<file path="src/particle_pool_update_unit_macros.svh">
// Assertion helpers for the particle pool update unit.
`ifndef PARTICLE_POOL_UPDATE_UNIT_MACROS_SVH
`define PARTICLE_POOL_UPDATE_UNIT_MACROS_SVH
`ifndef SYNTHESIS
`define PPU_ASSERT_IMPL(lbl, clk, rstn, ante, cons) \
    lbl: assert property (@(posedge clk) disable iff (!(rstn)) (ante) |-> (cons)) \
        else $error("particle pool check failed");
`define PPU_ASSERT_NEXT(lbl, clk, rstn, ante, cons) \
    lbl: assert property (@(posedge clk) disable iff (!(rstn)) (ante) |=> (cons)) \
        else $error("particle pool check failed");
`else
`define PPU_ASSERT_IMPL(lbl, clk, rstn, ante, cons)
`define PPU_ASSERT_NEXT(lbl, clk, rstn, ante, cons)
`endif
`endif

</file>
<file path="src/ppu_pkg.sv">
`default_nettype none
package ppu_pkg;
    localparam int CAPACITY    = 64;
    localparam int MAX_READOUT = 64;
    localparam int FRAC_BITS   = 16;
    localparam int S_TDATA_W   = 336;
    localparam int M_TDATA_W   = 184;

    localparam logic [6:0]  LIMIT_RESET = 7'd64;
    localparam logic [16:0] RATIO_ONE   = 17'h10000;

    localparam logic [1:0] MODE_INSERT = 2'd0;
    localparam logic [1:0] MODE_TICK   = 2'd1;
    localparam logic [1:0] MODE_READ   = 2'd2;

    typedef struct packed {
        logic [31:0] pos_x;
        logic [31:0] pos_y;
        logic [31:0] vel_x;
        logic [31:0] vel_y;
        logic [30:0] life;
        logic [30:0] full_life;
        logic [31:0] rotation;
        logic [31:0] spin;
        logic [30:0] scale;
        logic [47:0] color;
    } rec_t;
endpackage
`default_nettype wire

</file>
<file path="src/ppu_div.sv">
`default_nettype none
// Life ratio: floor(num * 2^16 / den), clamped to one, zero for a zero divisor.
module ppu_div (
    input  wire logic        clk,
    input  wire logic        rstn,
    input  wire logic        start,
    input  wire logic [30:0] num,
    input  wire logic [30:0] den,
    output logic             done,
    output logic [16:0]      quo
);
    logic        busy_reg;
    logic        done_reg;
    logic [4:0]  cnt_reg;
    logic [31:0] rem_reg;
    logic [16:0] quo_reg;
    logic [31:0] rem_dbl;
    logic        q_bit;

    assign rem_dbl = {rem_reg[30:0], 1'b0};
    assign q_bit   = rem_dbl >= {1'b0, den};
    assign done    = done_reg;
    assign quo     = quo_reg;

    always_ff @(posedge clk) begin
        if (!rstn) begin
            busy_reg <= 1'b0;
            done_reg <= 1'b0;
            cnt_reg  <= '0;
        end else begin
            done_reg <= 1'b0;
            if (start) begin
                if (den == '0 || num >= den) begin
                    done_reg <= 1'b1;
                end else begin
                    busy_reg <= 1'b1;
                    cnt_reg  <= 5'(ppu_pkg::FRAC_BITS);
                end
            end else if (busy_reg) begin
                cnt_reg <= cnt_reg - 5'd1;
                if (cnt_reg == 5'd1) begin
                    busy_reg <= 1'b0;
                    done_reg <= 1'b1;
                end
            end
        end
    end

    always_ff @(posedge clk) begin
        if (start) begin
            rem_reg <= {1'b0, num};
            if (den == '0) begin
                quo_reg <= '0;
            end else if (num >= den) begin
                quo_reg <= ppu_pkg::RATIO_ONE;
            end else begin
                quo_reg <= '0;
            end
        end else if (busy_reg) begin
            rem_reg <= q_bit ? rem_dbl - {1'b0, den} : rem_dbl;
            quo_reg <= {quo_reg[15:0], q_bit};
        end
    end
endmodule
`default_nettype wire
</file>
<file path="config.mk">
export PLATFORM = sky130hd
export DESIGN_NAME = ppu_div
export DESIGN_NICKNAME = d
export VERILOG_FILES = /design/src/particle_pool_update_unit_macros.svh /design/src/ppu_pkg.sv /design/src/ppu_div.sv
export SDC_FILE = /design/constraint.sdc
export NUM_CORES = 1
export LEC_CHECK = 0
export ABC_AREA = 0
export BUFFER_PORTS_ARGS = -buffer_cell sky130_fd_sc_hd__buf_4
export CAP_MARGIN = 0
export CORE_ASPECT_RATIO = 0.7
export CORE_MARGIN = 4
export CORE_UTILIZATION = 50
export DETAILED_ROUTE_END_ITERATION = 10
export PLACE_DENSITY = 0.82
export SETUP_SLACK_MARGIN = 0.3
export SLEW_MARGIN = 20
export SYNTH_ARGS = -nofsm -noshare
export SYNTH_HDL_FRONTEND = slang
export SYNTH_SLANG_ARGS = --single-unit
</file>
<file path="constraint.sdc">
create_clock -name clk -period 4.9 [get_ports clk]
set_clock_uncertainty 0.2 [all_clocks]
set_input_delay 0.98 -clock clk [delete_from_list [all_inputs] [get_ports clk]]
set_output_delay 0.98 -clock clk [all_outputs]
set_load 0.02 [all_outputs]
</file>
# Word level (Yosys, flattened, before mapping)
# Index checks and enable logic that the tools add are counted.
[totals] out_inout_bits=18 ff_bits=55 word_cells=33 input_bits=65
[classes] magnitude_cmp=2 eq_ne=2 addsub=2 muxes=18 reduce_logical=4
[op_table] cell="2-to-1 mux 31 bit" n=3
[op_table] cell="2-to-1 mux 17 bit" n=4
[op_table] cell=">= comparator 32 x 31 -> 1 bit" n=1
[op_table] cell=">= comparator 31 bit" n=1
[op_table] cell="zero test 31 bit" n=1
[op_table] cell="subtractor 31 bit" n=1
[op_table] cell="2-to-1 mux 5 bit" n=3
[op_table] cell="2-to-1 mux 1 bit" n=8
[op_table] cell="== test 5 x 1 -> 1 bit (second input constant)" n=1
[op_table] cell="subtractor 5 x 1 -> 5 bit (second input constant)" n=1
[op_table] cell="inequality test 2 bit (second input constant)" n=1
[op_table] cell="AND reduction 2 bit" n=1
[op_table] cell="nonzero test 2 bit" n=1
[op_table] cell="logical OR 1 bit" n=1

# Logic depth before layout (Yosys ltp)
[logic_depth] ltp_word=4 ltp_mapped=12 depth_no_buf=11

# Worst setup path after synthesis
# OpenSTA, ideal clock, no wires.
[synth_path] path_type="input port to flip-flop" startpoint="input den[0]" endpoint="register rem_reg[3] (data pin)" setup_slack_ns=1.223 t_arrival_ns=3.207 path_stages=11 t_required_ns=4.430 setup_ns=0.270 cell_sequence="inv_1 fa_1 a21o_1 a221o_1 a211oi_2 o221ai_2 o21ai_4 buf_2 nor2_1 a211oi_1 a21oi_1"
[synth_via] elab_chain_cells=4
[synth_rtl] item="start: declaration" line="ppu_div.sv:8" source="input wire logic [30:0] den,"
[synth_rtl] item="subtractor 31 bit / >= comparator 32 x 31 -> 1 bit (equally long branches)" line="ppu_div.sv:60, ppu_div.sv:21"
[synth_rtl] item="2-to-1 mux 31 bit (*)" line="ppu_div.sv:60" source="rem_reg <= q_bit ? rem_dbl - {1'b0, den} : rem_dbl;"
[synth_rtl] item="2-to-1 mux 31 bit (*)" line="ppu_div.sv:59" source="end else if (busy_reg) begin"
[synth_rtl] item="2-to-1 mux 31 bit (*)" line="ppu_div.sv:50" source="if (start) begin"
[synth_rtl] item="end signal: assignment" line="ppu_div.sv:51" source="rem_reg <= {1'b0, num};"
[synth_rtl] item="end signal: assignment" line="ppu_div.sv:60"
[synth_rtl] item="end: declaration" line="ppu_div.sv:15" source="logic [31:0] rem_reg;"
# Mark *: on every way between the ends. The rest lies on a longest branch, timed or not. The select of a mux whose other input is x is not followed.
# A chain may end at the register's enable or synchronous reset.

# Final worst setup path
[layout_path] startpoint="input den[0]" endpoint="register rem_reg[4] (data pin)"
# The elaborated chain is that of the path after synthesis.

==> summary.txt <==
Clock tree
  • Root Driver: clkbuf_16
  • Max Root-Sink Buffers: 2
  • CTS H-tree lvls: 2
  • CTS tree: yes
  • Clock transition at path regs: 80 ps
  • # Post-CTS Setup Buffers: 0
  • Post-cts hold buffer count: 0
  • Post-CTS Resized: 0
  • TritonCTS Buffers: 5
  • Clock Sinks: 55
  • Worst skew pair latency: 300 ps

Logic synthesis
  • Post-synth EDFFs: 48
  • Register area share after synthesis: 30.3%
  • Synth cell types: 67
  • Synthesized flop and latch total: 55
  • Synth Instances: 612
  • Mean Syn Cell Area: 8.53 sq um
  • Warnings, synthesis: 0
  • Syn Nets: 742
  • Post-Syn Area: 5220 sq um
  • Top FF cell, synth: edfxtp_1
  • Post-synthesis async set-or-reset flop share: 0%

Routing
  • Routed wire per std cell: 18.6 microns
  • Via density per instance: 6.28
  • Final WL: 15100 microns
  • DRC violations left: 0
  • Via Count: 5090
  • DRT iter0 DRCs: 558
  • Post-route ant nets: 0
  • Detailed Routing Iterations Pass 1: 5

STA
  • Endpoints failing setup: 0
  • Max-slew violations: 0
  • Max Fclk: 248 MHz
  • Hold Violations, Final: 0
  • Worst-Margin Slew: 715 ps
  • Rel. slew slack: 52.3%
  • Post-route setup slack: 864 ps
  • Period utilisation layout: 82.4%
  • Hold_ws: 303 ps
  • Total negative slack: 0 ps
  • Min cycle time layout: 4040 ps
  • RSZ-0062 raised after global routing: false

Worst setup path
  • Critical path required time: 4720 ps
  • R2R setup slack: 1320 ps
  • Crit-path cells: buf_4, inv_1, fa_1, a21o_1, a221o_1, a211oi_2, o221ai_2, o21ai_4, buf_4, nor2_1, a211oi_1, a21oi_1
  • Most Frequent Cell on Critical Path: buf_4
  • CP max stage delay: 490 ps
  • RR Startpoint: rem_reg[0]$_DFFE_PP_
  • Slowest stage cell on the critical path: fa_1
  • Worst r2r dst: rem_reg[4]$_DFFE_PP_
  • Crit path launch type: input pin
  • CP Capture Type: register
  • R2R depth: 10
  • Crit path DAT: 3860 ps
  • Worst Setup Path Type: input pin to register
  • Critical path fanouts, max: 21

Layout
  • Area Growth Syn to Fin: 16.8%
  • Most frequent cells in the layout: buf_4, ha_1, a21oi_1
  • Nets: 812
  • Fraction of layout cells with a size suffix above 1: 15.8%
  • Non-filler cells, final: 811
  • # diodes: 0
  • Commonest non-fill, non-tap cell in the layout: buf_4
  • Largest register FFs: 31

Worst hold path
  • WHS Path Cells: 1
  • Hold Path Sink: cnt_reg[4]$_SDFFE_PN0P_
  • Hold Startpoint: cnt_reg[4]$_SDFFE_PN0P_
  • Type of the tightest min-delay check: register to register

Placement
  • Pre-CTS WS: 597 ps
  • Port Buffers: 82
  • Post-DP HPWL: 11800 microns
  • Placed insts: 803
  • GPL Wtd Cong: 0.996

GRT
  • Antenna violations before repair: 0
  • Largest net degree at the start of global routing: 75
  • First-pass GRT wire length: 24100 microns
  • GR Util All Layers: 24.7%
  • Vias in the first global route: 4910
  • Overflow after GRT: 0

Power
  • Clk pwr share: 15.2%
  • Psw: 1120 uW
  • Leakage: 0.00275 uW
  • Pwr Density: 423 nW/um^2
  • Gate power share: 57.1%
  • Tot Pwr: 2580 uW
  • Net Sw Frac: 43.6%
  • Worst VDD drop: 0.000183 V
  • Pint: 1450 uW
  • Reg power frac: 27.7%

Floorplan
  • Initial core utilization: 52.5%
  • Die height: 93.5 microns
  • Die Wd: 130 microns
  • Rows: 30
  • I/O pins: 83
  • CORE AREA: 9950 sq um
  • Die ar.: 12200 sq um

Outcome
  • Status: finished, final reports clean

Run
  • Max Cap Viol: 0
kinds of logic (layout without fill, tap and decap cells):
logic type,Yosys count,in the layout,share of synthesized area (%)
buffers and inverters,74,145,5.68
multiplexers,7,7,1.34
AND/OR/NAND/NOR,199,199,19.1
flip-flops,55,55,30.3
XOR/XNOR,23,23,3.86
AO/OA/AOI/OAI,189,189,24.0
adder cells (fa/ha/maj),65,65,15.7
worst max-delay path: cells and delay by family:
family / cells / cell delay, ps
AO/OA/AOI/OAI: 7 / 1770
buffers and inverters: 3 / 500
adder cells (fa/ha/maj): 1 / 490
AND/OR/NAND/NOR: 1 / 80
cells in the mapped netlist (5+ instances only):
cell	count	share of area [%]
and3_1	8	0.96
dfxtp_1	7	2.7
clkbuf_1	18	1.3
nor2b_1	23	2.8
nand4_1	19	2.3
a21oi_1	56	5.4
o21ai_0	40	3.8
nand2_1	53	3.8
ha_1	64	15
inv_1	49	3.5
a211oi_1	5	0.72
nor2_1	38	2.7
nor4_1	11	1.3
xor2_1	10	1.7
nor3_1	11	1.1
xnor2_1	13	2.2
mux2i_1	7	1.3
edfxtp_1	48	28
o21a_1	7	1.0
nand3_1	15	1.4
a31oi_1	8	0.96
a21o_1	22	3.2
o211ai_1	6	0.86
layer usage:
| metal | share of wire [%] | vias up | GRT usage, % |
|---|---|---|---|
| li1 | - | 2419 | - |
| met1 | 44 | 2424 | 35.5 |
| met2 | 46 | 227 | 39.2 |
| met3 | 7.8 | 20 | 3.48 |
| met4 | 1.9 | 0 | 5.62 |
| met5 | 0 | - | 0 |
worst max-delay path by stage:
stage | start | end | slack (ps) | cells past startpoint
floorplan | den[0] | rem_reg[3]$_DFFE_PP_ | 1220 | 11
global placement | den[0] | rem_reg[3]$_DFFE_PP_ | 690 | 12
detailed placement | den[0] | rem_reg[4]$_DFFE_PP_ | 600 | 12
CTS | den[0] | rem_reg[3]$_DFFE_PP_ | 900 | 12
global route | den[0] | rem_reg[12]$_DFFE_PP_ | 650 | 12
finish | den[0] | rem_reg[4]$_DFFE_PP_ | 860 | 12
layout make-up:
| cell class | count | area, sq um |
|---|---|---|
| Tap cell | 128 | 160 |
| Clock buffer | 5 | 125 |
| Multi-Input combinational cell | 483 | 3340 |
| Inverter | 50 | 188 |
| Sequential cell | 55 | 1580 |
| Timing Repair Buffer | 87 | 666 |
| Clock inverter | 3 | 33.8 |
| Fill cell | 821 | 3850 |
stage by stage:
stage,instance area (sq um),util (%)
2_1_floorplan,5220,-
6_report,6100,61.3
4_1_cts,6100,61.3
3_3_place_gp,5940,59.7
5_1_grt,6100,61.3
3_5_place_dp,5940,59.7
power by group through the flow:
stage / sequential (uW) / combinational [uW] / clock, uW
final: 713 / 1470 / 393
after global routing: 724 / 1620 / 413
after CTS: 711 / 1440 / 398
after detailed placement: 720 / 1430 / 0
after global placement: 715 / 1400 / 0
after floorplan: 726 / 1070 / 0
No activity file was read; power rests on OpenSTA's default activity.
